<file path="config.mk">
export PLATFORM = sky130hd
export DESIGN_NAME = rmfi_lane
export DESIGN_NICKNAME = d
export VERILOG_FILES = /design/src/rtl/row_major_flat_index_core_assert.svh /design/src/rtl/rmfi_pkg.sv /design/src/rtl/rmfi_lane.sv
export SDC_FILE = /design/constraint.sdc
export NUM_CORES = 1
export LEC_CHECK = 0
export ABC_AREA = 0
export BUFFER_PORTS_ARGS = -buffer_cell sky130_fd_sc_hd__buf_2
export CAP_MARGIN = 10
export CELL_PAD_IN_SITES_DETAIL_PLACEMENT = 0
export CELL_PAD_IN_SITES_GLOBAL_PLACEMENT = 1
export CORE_ASPECT_RATIO = 1.2
export CORE_MARGIN = 8
export CORE_UTILIZATION = 49
export CTS_CLUSTER_DIAMETER = 200
export CTS_CLUSTER_SIZE = 12
export DETAILED_ROUTE_END_ITERATION = 10
export PLACE_DENSITY = 0.95
export RECOVER_POWER = 50
export REMOVE_ABC_BUFFERS = 1
export SETUP_SLACK_MARGIN = 0.2
export SLEW_MARGIN = 20
export SYNTH_ARGS = -nofsm -noshare
export SYNTH_HDL_FRONTEND = slang
export SYNTH_SLANG_ARGS = --single-unit
export TNS_END_PERCENT = 5
</file>
<file path="constraint.sdc">
create_clock -name clock -period 8.4 [get_ports clock]
set_input_delay 1.68 -clock clock [delete_from_list [all_inputs] [get_ports clock]]
set_output_delay 1.68 -clock clock [all_outputs]
set_load 0.02 [all_outputs]
</file>
<file path="src/rtl/row_major_flat_index_core_assert.svh">
// assertion macros shared by the row-major flat index core modules
`ifndef ROW_MAJOR_FLAT_INDEX_CORE_ASSERT_SVH
`define ROW_MAJOR_FLAT_INDEX_CORE_ASSERT_SVH
`ifndef ASSERT_OFF
// same-cycle implication
`define RMFI_ASSERT_IMPLY(label, clk, rst, ante, cons) \
   label: assert property (@(posedge clk) disable iff (rst) (ante) |-> (cons)) \
      else $error("rmfi assertion failed");
// next-cycle implication
`define RMFI_ASSERT_NEXT(label, clk, rst, ante, cons) \
   label: assert property (@(posedge clk) disable iff (rst) (ante) |=> (cons)) \
      else $error("rmfi assertion failed");
`else
`define RMFI_ASSERT_IMPLY(label, clk, rst, ante, cons)
`define RMFI_ASSERT_NEXT(label, clk, rst, ante, cons)
`endif
`endif

</file>
<file path="src/rtl/rmfi_pkg.sv">
// shared types and constants for the row-major flat index core
package rmfi_pkg;

   localparam int MAX_DIMS   = 6;
   localparam int COORD_W    = 10;
   localparam int EXT_W      = 11;
   localparam int RANK_W     = 3;
   localparam int OFFSET_W   = 60;
   localparam int COUNT_W    = 61;
   localparam int ERR_W      = 2;
   localparam int CSR_IDX_W  = 3;
   localparam int CSR_DATA_W = 11;

   localparam logic [OFFSET_W-1:0] OFFSET_MAX = '1;
   localparam logic [COUNT_W-1:0]  COUNT_MAX  = '1;

   localparam logic [ERR_W-1:0] ERR_NONE  = 2'd0;
   localparam logic [ERR_W-1:0] ERR_RANGE = 2'd1;
   localparam logic [ERR_W-1:0] ERR_RANK  = 2'd2;

   localparam logic [CSR_IDX_W-1:0] CSR_RANK     = 3'd0;
   localparam logic [CSR_IDX_W-1:0] CSR_EXTENT_0 = 3'd1;

   typedef struct packed {
      logic [RANK_W-1:0]  index_length;
      logic [COORD_W-1:0] coord_0;
      logic [COORD_W-1:0] coord_1;
      logic [COORD_W-1:0] coord_2;
      logic [COORD_W-1:0] coord_3;
      logic [COORD_W-1:0] coord_4;
      logic [COORD_W-1:0] coord_5;
   } req_type;

   typedef struct packed {
      logic [OFFSET_W-1:0] flat_offset;
      logic [ERR_W-1:0]    error_code;
      logic [COUNT_W-1:0]  element_count;
   } rsp_type;

endpackage

</file>
<file path="src/rtl/rmfi_lane.sv">
// one coordinate lane: range check and coordinate times stride
module rmfi_lane #(
   parameter int COORD_BITS = 10,
   parameter int STRIDE_W   = 55
) (
   input  logic                           clock,
   input  logic                           enable,
   input  logic                           active,
   input  logic [COORD_BITS-1:0]          coord,
   input  logic [rmfi_pkg::EXT_W-1:0]     extent,
   input  logic [STRIDE_W-1:0]            stride,
   output logic [COORD_BITS+STRIDE_W-1:0] term_ff,
   output logic                           fault_ff
);

   localparam int TERM_W = COORD_BITS + STRIDE_W;
   localparam int EW     = rmfi_pkg::EXT_W;

   logic [TERM_W-1:0] term_in;
   logic              fault_in;

   // lanes beyond the rank add nothing and never fault
   always_comb begin
      term_in  = '0;
      if (active) begin
         term_in = coord * stride;
      end
      fault_in = active && (EW'(coord) >= extent);
   end

   always_ff @(posedge clock) begin
      if (enable) begin
         term_ff  <= term_in;
         fault_ff <= fault_in;
      end
   end

endmodule

</file>
==> impl_metrics.csv <==
group,metric,value,unit
floorplan,core_region_area,0.0405,sq mm
floorplan,die-height,237,um
cts,cts_made_buffers,9,
logic_synthesis,synth_simple_gate_area_frac,0.208,
floorplan,core.rowCount,81,
timing,fin_setup_tns,0,ns
detailed_routing,routed.top_layer,"met4",
floorplan,die-area,0.0476,sq mm
cts,cts.repair.resized,0,
detailed_routing,drt-met1-wl,20300,um
timing,setup_viol,0,
final_layout,mostFrequentLayoutCells,"sky130_fd_sc_hd__fa_1, sky130_fd_sc_hd__inv_1, sky130_fd_sc_hd__and2_1, sky130_fd_sc_hd__nand2_1, sky130_fd_sc_hd__buf_2",
critical_path,criticalPathCategory,"in -> reg",
floorplan,top_level_ports,145,
run_status,violations,"max-capacitance violations, max-slew violations",
logic_synthesis,ys_async_sr_fraction,0,
cts,htree_num_levels,3,
critical_path,cpMaxStageDelayCell,"sky130_fd_sc_hd__buf_2",
global_route,grt_first_pass_wirelength,86600,um
cts,cts.root.buffer_cell,"sky130_fd_sc_hd__clkbuf_16",
detailed_routing,drc,0,
detailed_routing,routed_wire_length_on_met2,26800,um
cts,clk_pin_slew_worst_paths,0.06,ns
global_route,via_count_of_the_first_global_routing_pass,17400,
cts,cts_sinks,66,
place,placement.setup.worst_slack,0.268,ns
logic_synthesis,synth_top_cells_by_area,"sky130_fd_sc_hd__fa_1, sky130_fd_sc_hd__edfxtp_1, sky130_fd_sc_hd__and2_1",
cts,cts.path.max_buffers,2,
logic_synthesis,share_of_synthesized_cell_area_in_full_adder_half_adder_and_majority_cells,0.491,
detailed_routing,drt-total-wl,52100,um
logic_synthesis,muxShareOfSynthArea,0.00400,
timing,relSlewSlack,-1.50,
timing,timing.hold.ws,1.79,ns
hold_path,min-delay-path-class,"in -> reg",
detailed_routing,drt_iter0_drc,851,
timing,final_period_minus_worst_setup_slack,7.78,ns
critical_path,crit_buf_inv,3,
hold_path,min_path_cells,4,
timing,finalWorstSetupSlack,0.617,ns
critical_path,cp_max_fo,56,
logic_synthesis,synth_sequential_area_ratio,0.0991,
critical_path,cp_top_family,"adder cells",
detailed_routing,drt-pass1-iter-count,5,
hold_path,hold_end,"fault_ff",
global_route,global_route_total_usage_across_every_layer,0.221,
critical_path,worst_setup_path_start_kind,"input port",
detailed_routing,drt.antenna.violating_nets,0,
final_layout,layout_commonest_cell,"sky130_fd_sc_hd__fa_1",
logic_synthesis,avgSynthCellArea,8.96,sq um
logic_synthesis,ys_dominant_reg_cell,"sky130_fd_sc_hd__edfxtp_1",
final_layout,layout-drive-gt1-share,0.0707,
logic_synthesis,synth_seq_cells,66,
final_layout,synthToLayoutAreaGrowth,5.95,%
timing,timing.final.crit_share,0.927,
detailed_routing,vias,15600,
critical_path,critical-path-max-stage-delay,0.84,ns
run,drv_cap,2,
global_route,pin_count_of_the_biggest_net_entering_global_routing,67,
critical_path,required,8.56,ns
place,hpwl_after_detailed_placement,42600,um
final_layout,design.final.nets,2868,
cts,clock_tree_from_tritoncts,"done",
detailed_routing,dr_wl_met3,2940,um
logic_synthesis,synth_top_family_by_area,"adder cells",
logic_synthesis,synth.cell_area,0.0200,sq mm
timing,maxSlewViolCount,124,
detailed_routing,vias_per_cell,5.57,
logic_synthesis,yosysTopAreaCellShare,0.422,
logic_synthesis,edff_count_synth,66,
critical_path,startpoint,"coord[5]",
critical_path,crit_end_category,"flip-flop",
timing,final_hold_viol_count,0,
critical_path,worstPathArrival,7.94,ns
logic_synthesis,synth_cell_types,74,
global_route,initial_antenna_violation_count,0,
detailed_routing,avgRoutedWirePerCell,18.6,um
timing,max_freq,128,MHz
place,place.port_buffers,144,
hold_path,hp-start,"extent[10]",
cts,cts.hold.buffers_added,0,
place,gpl.final_weighted_congestion,0.901,
floorplan,initial_core_util,0.493,
logic_synthesis,synth_cells,2232,
logic_synthesis,ys_warn_count,0,
global_route,global_route.overflow_total,0,
logic_synthesis,yosysTopAreaCell,"sky130_fd_sc_hd__fa_1",
timing,tightest_slew,3.74,ns
critical_path,crit_path_cell_trace,"buf_2 > and2_1 > fa_1 > fa_1 > fa_1 > fa_1 > inv_1 > fa_1 > inv_1 > ha_1 > a21oi_1 > o21ai_0 > o21ai_0 > a21oi_1 > o31ai_1 > nand2_1 > a21oi_1 > mux2i_1",
floorplan,fp.dieW,200,um
timing,rsz_0062_raised_after_global_routing,"no",
logic_synthesis,area_fraction_in_compound_gates_after_synthesis,0.0846,
run_status,status,"finished with violations",
final_layout,num_antenna_cells,0,
logic_synthesis,synth-xor-area-share,0.0175,
cts,postCtsSetupBuffers,0,
critical_path,most_used_cell_along_the_critical_path,"sky130_fd_sc_hd__fa_1",
layer usage:
layer,up-vias,global-route usage
met5,-,0
met2,623,0.403
met3,148,0.0255
li1,6945,-
met4,0,0.0969
met1,7889,0.261
cells by family (layout without fill, tap and decap cells):
| family | count (synthesis) | after routing |
|---|---|---|
| simple gates | 825 | 825 |
| fa+ha+maj | 532 | 532 |
| xor+xnor | 40 | 40 |
| buf+inv | 501 | 531 |
| compound gates | 260 | 260 |
| flops | 66 | 66 |
| mux | 8 | 8 |
final cells by class:
| type | count | area (sq um) |
|---|---|---|
| fill | 3722 | 19300 |
| multi-input combinational | 1665 | 16100 |
| sequential | 66 | 1980 |
| inverter | 359 | 1350 |
| timing repair buffer | 156 | 791 |
| tap | 539 | 674 |
| clock buffer | 10 | 229 |
| clock inverter | 6 | 65.1 |
synth_stat cells, types with 6 or more instances:
| cell | n |
|---|---|
| sky130_fd_sc_hd__fa_1 | 422 |
| sky130_fd_sc_hd__o21ai_0 | 55 |
| sky130_fd_sc_hd__and3_1 | 8 |
| sky130_fd_sc_hd__o21bai_1 | 12 |
| sky130_fd_sc_hd__o21a_1 | 13 |
| sky130_fd_sc_hd__nor2_1 | 82 |
| sky130_fd_sc_hd__nand4_1 | 29 |
| sky130_fd_sc_hd__clkbuf_1 | 104 |
| sky130_fd_sc_hd__buf_1 | 30 |
| sky130_fd_sc_hd__a21oi_1 | 89 |
| sky130_fd_sc_hd__ha_1 | 110 |
| sky130_fd_sc_hd__a211oi_1 | 9 |
| sky130_fd_sc_hd__a21o_1 | 34 |
| sky130_fd_sc_hd__nor3_1 | 24 |
| sky130_fd_sc_hd__nand3_1 | 15 |
| sky130_fd_sc_hd__nand2b_1 | 9 |
| sky130_fd_sc_hd__and2_1 | 315 |
| sky130_fd_sc_hd__xnor2_1 | 25 |
| sky130_fd_sc_hd__xor2_1 | 15 |
| sky130_fd_sc_hd__edfxtp_1 | 66 |
| sky130_fd_sc_hd__nand2_1 | 313 |
| sky130_fd_sc_hd__a31oi_1 | 6 |
| sky130_fd_sc_hd__mux2i_1 | 8 |
| sky130_fd_sc_hd__inv_1 | 358 |
registers in the layout (all words and copies together), names as in the netlist:
| signal | count |
|---|---|
| term_ff | 65 |
| fault_ff | 1 |
tightest hold or removal path: stages:
cell	delay, ns
sky130_fd_sc_hd__buf_2	0.08
sky130_fd_sc_hd__nor2_1	0.05
sky130_fd_sc_hd__nand3_1	0.07
sky130_fd_sc_hd__o21ai_0	0.08
metrics by stage:
step                      instances  cell area, sq um  utilization
after floorplan                2090             19400            -
after global placement         2785             20900        0.517
after detailed placement       2785             20900        0.517
after CTS                      2801             21200        0.524
after global routing           2801             21200        0.523
final                          2801             21200        0.523
worst max-delay path by stage:
stage | cells past startpoint | endpoint | slack [ns]
after floorplan | 16 | term_ff[60] | 1.82
after global placement | 17 | term_ff[64] | 0.41
after detailed placement | 17 | term_ff[64] | 0.27
after CTS | 17 | term_ff[64] | 0.63
after global routing | 18 | term_ff[61] | 0.37
final | 18 | term_ff[53] | 0.62
Power is not shown: default switching activity piles up to over one toggle a cycle in this logic, so the estimate is an artifact.
