`config.mk`:
```
export PLATFORM = sky130hd
export DESIGN_NAME = rmfi_sweep
export DESIGN_NICKNAME = d
export VERILOG_FILES = /design/src/rtl/rmfi_pkg.sv /design/src/rtl/rmfi_sweep.sv
export VERILOG_INCLUDE_DIRS = /design/src /design/src/rtl
export SDC_FILE = /design/constraint.sdc
export NUM_CORES = 2
export LEC_CHECK = 0
export BUFFER_PORTS_ARGS = -buffer_cell sky130_fd_sc_hd__buf_2
export CELL_PAD_IN_SITES_DETAIL_PLACEMENT = 1
export CELL_PAD_IN_SITES_GLOBAL_PLACEMENT = 1
export CORE_MARGIN = 2
export CORE_UTILIZATION = 35
export DETAILED_ROUTE_END_ITERATION = 7
export HOLD_SLACK_MARGIN = 0.03
export PLACE_DENSITY_LB_ADDON = 0.08
export SLEW_MARGIN = 20
export SYNTH_ARGS = -nofsm -noshare
export SYNTH_HDL_FRONTEND = slang
export SYNTH_SLANG_ARGS = --single-unit
```
`constraint.sdc`:
```
create_clock -name clock -period 12 [get_ports clock]
set_input_delay 2.4 -clock clock [delete_from_list [all_inputs] [get_ports clock]]
set_output_delay 2.4 -clock clock [all_outputs]
set_load 0.01 [all_outputs]
```
`src/rtl/row_major_flat_index_core_assert.svh`:
```
// assertion macros shared by the row-major flat index core modules
`ifndef ROW_MAJOR_FLAT_INDEX_CORE_ASSERT_SVH
`define ROW_MAJOR_FLAT_INDEX_CORE_ASSERT_SVH
`ifndef ASSERT_OFF
// same-cycle implication
`define RMFI_ASSERT_IMPLY(label, clk, rst, ante, cons) \
   label: assert property (@(posedge clk) disable iff (rst) (ante) |-> (cons)) \
      else $error("rmfi assertion failed");
// next-cycle implication
`define RMFI_ASSERT_NEXT(label, clk, rst, ante, cons) \
   label: assert property (@(posedge clk) disable iff (rst) (ante) |=> (cons)) \
      else $error("rmfi assertion failed");
`else
`define RMFI_ASSERT_IMPLY(label, clk, rst, ante, cons)
`define RMFI_ASSERT_NEXT(label, clk, rst, ante, cons)
`endif
`endif

```
`src/rtl/rmfi_pkg.sv`:
```
// shared types and constants for the row-major flat index core
package rmfi_pkg;

   localparam int MAX_DIMS   = 6;
   localparam int COORD_W    = 10;
   localparam int EXT_W      = 11;
   localparam int RANK_W     = 3;
   localparam int OFFSET_W   = 60;
   localparam int COUNT_W    = 61;
   localparam int ERR_W      = 2;
   localparam int CSR_IDX_W  = 3;
   localparam int CSR_DATA_W = 11;

   localparam logic [OFFSET_W-1:0] OFFSET_MAX = '1;
   localparam logic [COUNT_W-1:0]  COUNT_MAX  = '1;

   localparam logic [ERR_W-1:0] ERR_NONE  = 2'd0;
   localparam logic [ERR_W-1:0] ERR_RANGE = 2'd1;
   localparam logic [ERR_W-1:0] ERR_RANK  = 2'd2;

   localparam logic [CSR_IDX_W-1:0] CSR_RANK     = 3'd0;
   localparam logic [CSR_IDX_W-1:0] CSR_EXTENT_0 = 3'd1;

   typedef struct packed {
      logic [RANK_W-1:0]  index_length;
      logic [COORD_W-1:0] coord_0;
      logic [COORD_W-1:0] coord_1;
      logic [COORD_W-1:0] coord_2;
      logic [COORD_W-1:0] coord_3;
      logic [COORD_W-1:0] coord_4;
      logic [COORD_W-1:0] coord_5;
   } req_type;

   typedef struct packed {
      logic [OFFSET_W-1:0] flat_offset;
      logic [ERR_W-1:0]    error_code;
      logic [COUNT_W-1:0]  element_count;
   } rsp_type;

endpackage

```
`src/rtl/rmfi_sweep.sv`:
```
// stride and element count unit, one dimension per cycle on a shared multiplier
`include "row_major_flat_index_core_assert.svh"

module rmfi_sweep #(
   parameter int MAX_RANK = 6,
   parameter int STRIDE_W = (MAX_RANK > 1) ? (MAX_RANK - 1) * rmfi_pkg::EXT_W : 1
) (
   input  logic                                      clock,
   input  logic                                      reset,
   input  logic                                      start,
   input  logic [rmfi_pkg::RANK_W-1:0]               rank,
   input  logic [MAX_RANK-1:0][rmfi_pkg::EXT_W-1:0]  extents,
   output logic                                      busy,
   output logic [MAX_RANK-1:0][STRIDE_W-1:0]         strides_ff,
   output logic [rmfi_pkg::COUNT_W-1:0]              count_ff
);

   localparam int RW     = rmfi_pkg::RANK_W;
   localparam int EW     = rmfi_pkg::EXT_W;
   localparam int PROD_W = MAX_RANK * EW;
   localparam logic [MAX_RANK-1:0] SEL_FIRST = MAX_RANK'(1) << (MAX_RANK - 1);

   logic [MAX_RANK-1:0] sel_ff;
   logic                fin_ff;
   logic [PROD_W-1:0]   acc_ff;
   logic [PROD_W-1:0]   acc_in;
   logic [EW-1:0]       ext_pick;
   logic                act_pick;

   // pick the extent of the dimension under work, outermost last
   always_comb begin
      ext_pick = '0;
      act_pick = 1'b0;
      for (int k = 0; k < MAX_RANK; k++) begin
         if (sel_ff[k]) begin
            ext_pick = ext_pick | extents[k];
            act_pick = act_pick | (rank > RW'(k));
         end
      end
      acc_in = acc_ff;
      if (act_pick) begin
         acc_in = acc_ff * ext_pick;
      end
   end

   always_ff @(posedge clock) begin
      if (reset || start) begin
         sel_ff <= SEL_FIRST;
         fin_ff <= 1'b0;
         acc_ff <= PROD_W'(1);
      end else if (|sel_ff) begin
         sel_ff <= sel_ff >> 1;
         fin_ff <= sel_ff[0];
         acc_ff <= acc_in;
      end else begin
         fin_ff <= 1'b0;
      end
   end

   // stride of a dimension is the product of the used extents inside it
   always_ff @(posedge clock) begin
      if (|sel_ff) begin
         strides_ff[0] <= STRIDE_W'(acc_ff);
         for (int k = 1; k < MAX_RANK; k++) begin
            strides_ff[k] <= strides_ff[k-1];
         end
      end
      if (fin_ff) begin
         count_ff <= (acc_ff > PROD_W'(rmfi_pkg::COUNT_MAX)) ?
                     rmfi_pkg::COUNT_MAX : rmfi_pkg::COUNT_W'(acc_ff);
      end
   end

   assign busy = (|sel_ff) || fin_ff;

   `RMFI_ASSERT_IMPLY(a_sel_onehot, clock, reset, 1'b1, $onehot0(sel_ff))
   `RMFI_ASSERT_NEXT(a_sweep_ends, clock, reset, fin_ff && !start, !busy)

endmodule

```
==> results <==
- The flow ran to the end, and the final reports show no timing, DRC or antenna violations.
- The setup slack at placement is 2270 ps.
- The origin of the critical flop-to-flop path is sel_ff[5]$_SDFFE_PP1P_.
- Cells with a size suffix above 1 make up 17.8% of the layout.
- On the worst path, the slowest cell contributes a delay of between 700 and 800 ps.
- For hold timing, the worst endpoint is strides_ff[148]$_DFFE_PP_.
- The die covers 102,000 µm².
- The detail route stage leaves a number of antenna-violating nets equal to 0.
- The number of max-slew violations in the final report is 0.
- The signal on the critical path passes through buf_2 > a22oi_1 > nand3_2 > buf_4 > nand2_1 > fa_1 > fa_1 > inv_1 > fa_1 > fa_1 > inv_1 > fa_1 > inv_1 > ha_1 > a2111oi_2 > a221oi_2 > o21ai_2 > a21oi_1 > nor3_1 > o31ai_1 > a211oi_1 > xor2_1 > o21ai_1.
- The path class of the lowest-slack min-delay path is reg2reg.
- The worst register-to-register path ends at acc_ff[63]$_SDFFE_PP0P_.
- The portion of total power attributed to combinational logic is 17.8%.
- The initial antenna violation count came to 5.
- The clock insertion delay at the later pin of the skew report is 660 ps.
- Of the total power, the clock network draws a little under two fifths.
- The mean area per synthesized cell is 11.2 µm².
- The count of vias placed by the detailed router is roughly 24,000.
- Detailed placement ended at an HPWL of a little under 80 mm.
- The net switching power is 1.32 mW.
- The number of synthesis warnings is 0.
- Port buffering added between 400 and 500 buffers.
- The reg2reg setup slack is around 4000 ps.
- The worst pin sits at a relative slew slack of 30.1%.
- The share of the Yosys chip area taken by registers is between 30% and 40%.
- The post-layout utilization of the core is 40.8%.
- The maximum level of the CTS H-tree is 2.
- The leakage dissipation is roughly 18 nW.
- Setup repair after global routing left no endpoint under its margin.
- The total area inside the core boundary comes to 98,400 µm².
- The share of synthesized registers carrying an async set or reset is 0%.
- Dividing the final minimum period by the clock period gives 75.0%.
- In this run, synthesis inferred 391 flip-flops with an integrated enable.
- The starting utilization of the core area is 35.3%.
- The power density over the cells is 112 nW/µm².
- The die is between 300 and 400 µm wide.
- Across every metal layer, demand over resource in global routing totals a little over a fifth.
- TritonCTS built the clock tree.
- The number of endpoints with negative hold slack in the final report is 0.
- The number of gates given a new drive strength after cts is 0.
- Data on the critical path is required at its endpoint by 12,520 ps.
- The number of distinct standard cells referenced by the synthesized netlist is 64.
- The clock buffer count from CTS is 55.
- The cell count after synthesis came out at 3,102.
- The worst-path cell with the longest stage delay is nand3_2.
- The pre-antenna-repair detailed-routing pass consisted of 4 iterations.
- Dividing the detail-routed via count by the number of cells gives approximately 5.
- IR analysis of the VDD net gives a maximum drop of 0.0923 mV.
- From synthesis to final layout, the design area changed by 15.5%.
- The total stage count of the critical path is 23.
- For the final database, setup skew stands at 28.4 ps.
- The total wirelength of the detailed-routed design is around 110 mm.
- The most used flip-flop cell after synthesis is edfxtp_1.
- After synthesis the netlist holds a flip-flop and latch count of around 460.
- In this run the vertical extent of the chip is 319 µm.
- The via count of the first global-routing pass is 27,400.
- The cell area that synthesis handed to floorplanning was approximately 35,000 µm².
- The number of cell instances on the worst register-to-register path is 23.
- Cell internal power was estimated by the tool at between 3 and 4 mW.
- The number of post-CTS setup repair buffers is 0.
- The nature of the critical path endpoint is a flip-flop.
- The first global-routing pass estimated roughly 170 mm of wire.
- For the finished layout, the period the worst path requires is 9000 ps.
- Setup total negative slack on the finished layout was measured at 0 ps.
- The total power is 4.49 mW.
- The worst setup slack after layout is 3000 ps.
- In this run the most critical hold path is launched from strides_ff[93]$_DFFE_PP_.
- The CTS sink count is ~460.
- The quantity of hold-fixing buffers added after cts is 0.
- Sequential cells burn 44.9% of the power.
- After global routing the overflow that remains totals 0.
- The final layout net count is 4,150.
- The violation count after the first detailed-route iteration is 1,416.
- Setup violations remaining at the end of the flow were counted as 0.
- Routability-driven placement finished with a final weighted congestion of 0.821.
- Static timing analysis puts the maximum clock frequency at 111 MHz.
- The critical path is of the in2reg type.
- The synthesized net count is 3,782.
- The top-level I/O count is around 460.
- After detailed routing, the number of remaining DRC violations is 0.
- Entering global routing, the biggest net connects 85 pins.
- The critical path contains buffers and inverters numbering 5 combined.
- The clock passes through at most 3 buffers.
- The number of core rows is 115.
- The tree is rooted in a clkbuf_16.
- The most repeated library cell on the critical path is fa_1.
- The number of max-capacitance violations reported is 0.
- The category of the worst setup path launch point is a primary input.
- The clock-pin transition on the worst setup and hold timing paths is approximately 60 ps.
- STA puts the critical path data arrival time at 9520 ps.
- The number of cells on the worst hold path is 0.
- Of all nets on the critical path, the largest fanout is 31.
- The final routed wire length divided by cell count is between 20 and 25 µm.
- The cell family contributing the most delay on the critical path is adder cells.
- Of the total power, the share spent switching nets is 29.4%.
- At the pin with the least slew margin, the transition time is 1050 ps.
routing by layer:
layer,up-vias,routed length (µm),track usage [%]
met2,530,52900,36.3
met5,-,0,0
met1,12700,47300,28.7
li1,10600,-,-
met4,0,1850,5.09
met3,111,4390,2.45
kinds of logic after synthesis:
logic type / count (synthesis) / synth area share (%)
xor gates and xnor gates: 71 / 1.79
and+or+nand+nor: 1019 / 14.0
adders and majority gates: 608 / 33.2
AOI/OAI and AO/OA: 327 / 6.29
DFF: 464 / 38.0
buffers and inverters: 613 / 6.68
cell type report:
class                      instances  area, µm²
inverter                         416       1560
sequential                       464      13200
multi-input combinational       2025      19300
antenna                            1       2.50
tap                             1287       1610
clock buffer                      78       1500
clock inverter                    24        283
fill                           10700      58300
timing repair buffer             508       2680
power groups by stage:
| stage | clock network [mW] | logic (mW) | registers [mW] |
|---|---|---|---|
| global route | 1.79 | 0.884 | 2.04 |
| detailed placement | 0 | 0.805 | 2.05 |
| CTS | 1.73 | 0.812 | 2.02 |
| floorplan | 0 | 0.410 | 2.10 |
| finish | 1.67 | 0.798 | 2.01 |
| global placement | 0 | 0.793 | 2.04 |
placed cells by master (no fill, tap or decap), types with 20 or more instances in the layout:
| cell type | count |
|---|---|
| a211oi_1 | 20 |
| a21o_1 | 34 |
| a21oi_1 | 107 |
| a22oi_1 | 34 |
| and2_1 | 257 |
| buf_2 | 463 |
| buf_4 | 44 |
| clkbuf_16 | 55 |
| dfxtp_1 | 71 |
| edfxtp_1 | 391 |
| fa_1 | 525 |
| ha_1 | 83 |
| inv_1 | 415 |
| nand2_1 | 549 |
| nand3_1 | 27 |
| nor2_1 | 37 |
| o21ai_0 | 31 |
| o21ai_1 | 23 |
| or3_1 | 66 |
| xnor2_1 | 45 |
| xor2_1 | 26 |
worst reg2reg max path, stage by stage (launching register included):
cell and delay (ps):
dfxtp_1 490, buf_4 300, a22oi_1 220, nand3_2 740, buf_4 580, nand2_1 180
fa_1 460, fa_1 510, inv_1 50, fa_1 480, fa_1 490, inv_1 60
fa_1 490, inv_1 50, ha_1 360, a2111oi_2 530, a221oi_2 160, o21ai_2 290
a21oi_1 140, nor3_1 420, o31ai_1 260, a211oi_1 310, xor2_1 170, o21ai_1 70
how the worst max path moves through the flow:
stage,startpoint,end,slack (ps)
final,extents[3],acc_ff[63]$_SDFFE_PP0P_,3000
after global routing,extents[3],acc_ff[63]$_SDFFE_PP0P_,2600
after CTS,extents[49],acc_ff[63]$_SDFFE_PP0P_,2950
after detailed placement,extents[49],acc_ff[63]$_SDFFE_PP0P_,2270
after global placement,extents[49],acc_ff[63]$_SDFFE_PP0P_,2360
after floorplan,sel_ff[1]$_SDFFE_PP0P_,busy,880
registers in the layout (all words and copies together) (netlist names):
register,cells
fin_ff,1
acc_ff,66
sel_ff,6
count_ff,61
strides_ff,330
cell usage after synthesis, drive strengths merged, types with 7 or more instances:
cell | n | area (µm²)
o21a | 12 | 90.1
edfxtp | 391 | 11700
nand3 | 39 | 195
nand2 | 549 | 2060
dfxtp | 73 | 1460
or3 | 66 | 413
and3 | 9 | 56.3
a211oi | 21 | 163
inv | 416 | 1560
fa | 525 | 10500
nor3 | 11 | 55.1
ha | 83 | 1040
o31ai | 10 | 75.1
a31oi | 7 | 58.8
nor2 | 39 | 149
a21oi | 109 | 561
buf | 20 | 96.3
a21o | 34 | 255
clkbuf | 177 | 664
xor2 | 26 | 228
nor2b | 8 | 50.1
o21bai | 11 | 93.8
and2 | 257 | 1610
nand4 | 16 | 100
a22oi | 34 | 255
xnor2 | 45 | 394
o21ai | 55 | 279
through the flow:
stage | cells | hold WS, ps | cell area, µm²
2_1_floorplan | 3102 | 436 | 34800
3_3_place_gp | 4698 | 423 | 38300
3_5_place_dp | 4698 | 427 | 38300
4_1_cts | 4800 | 434 | 40100
5_1_grt | 4802 | 449 | 40100
6_report | 4803 | 428 | 40100
No activity file was read; power rests on OpenSTA's default activity.
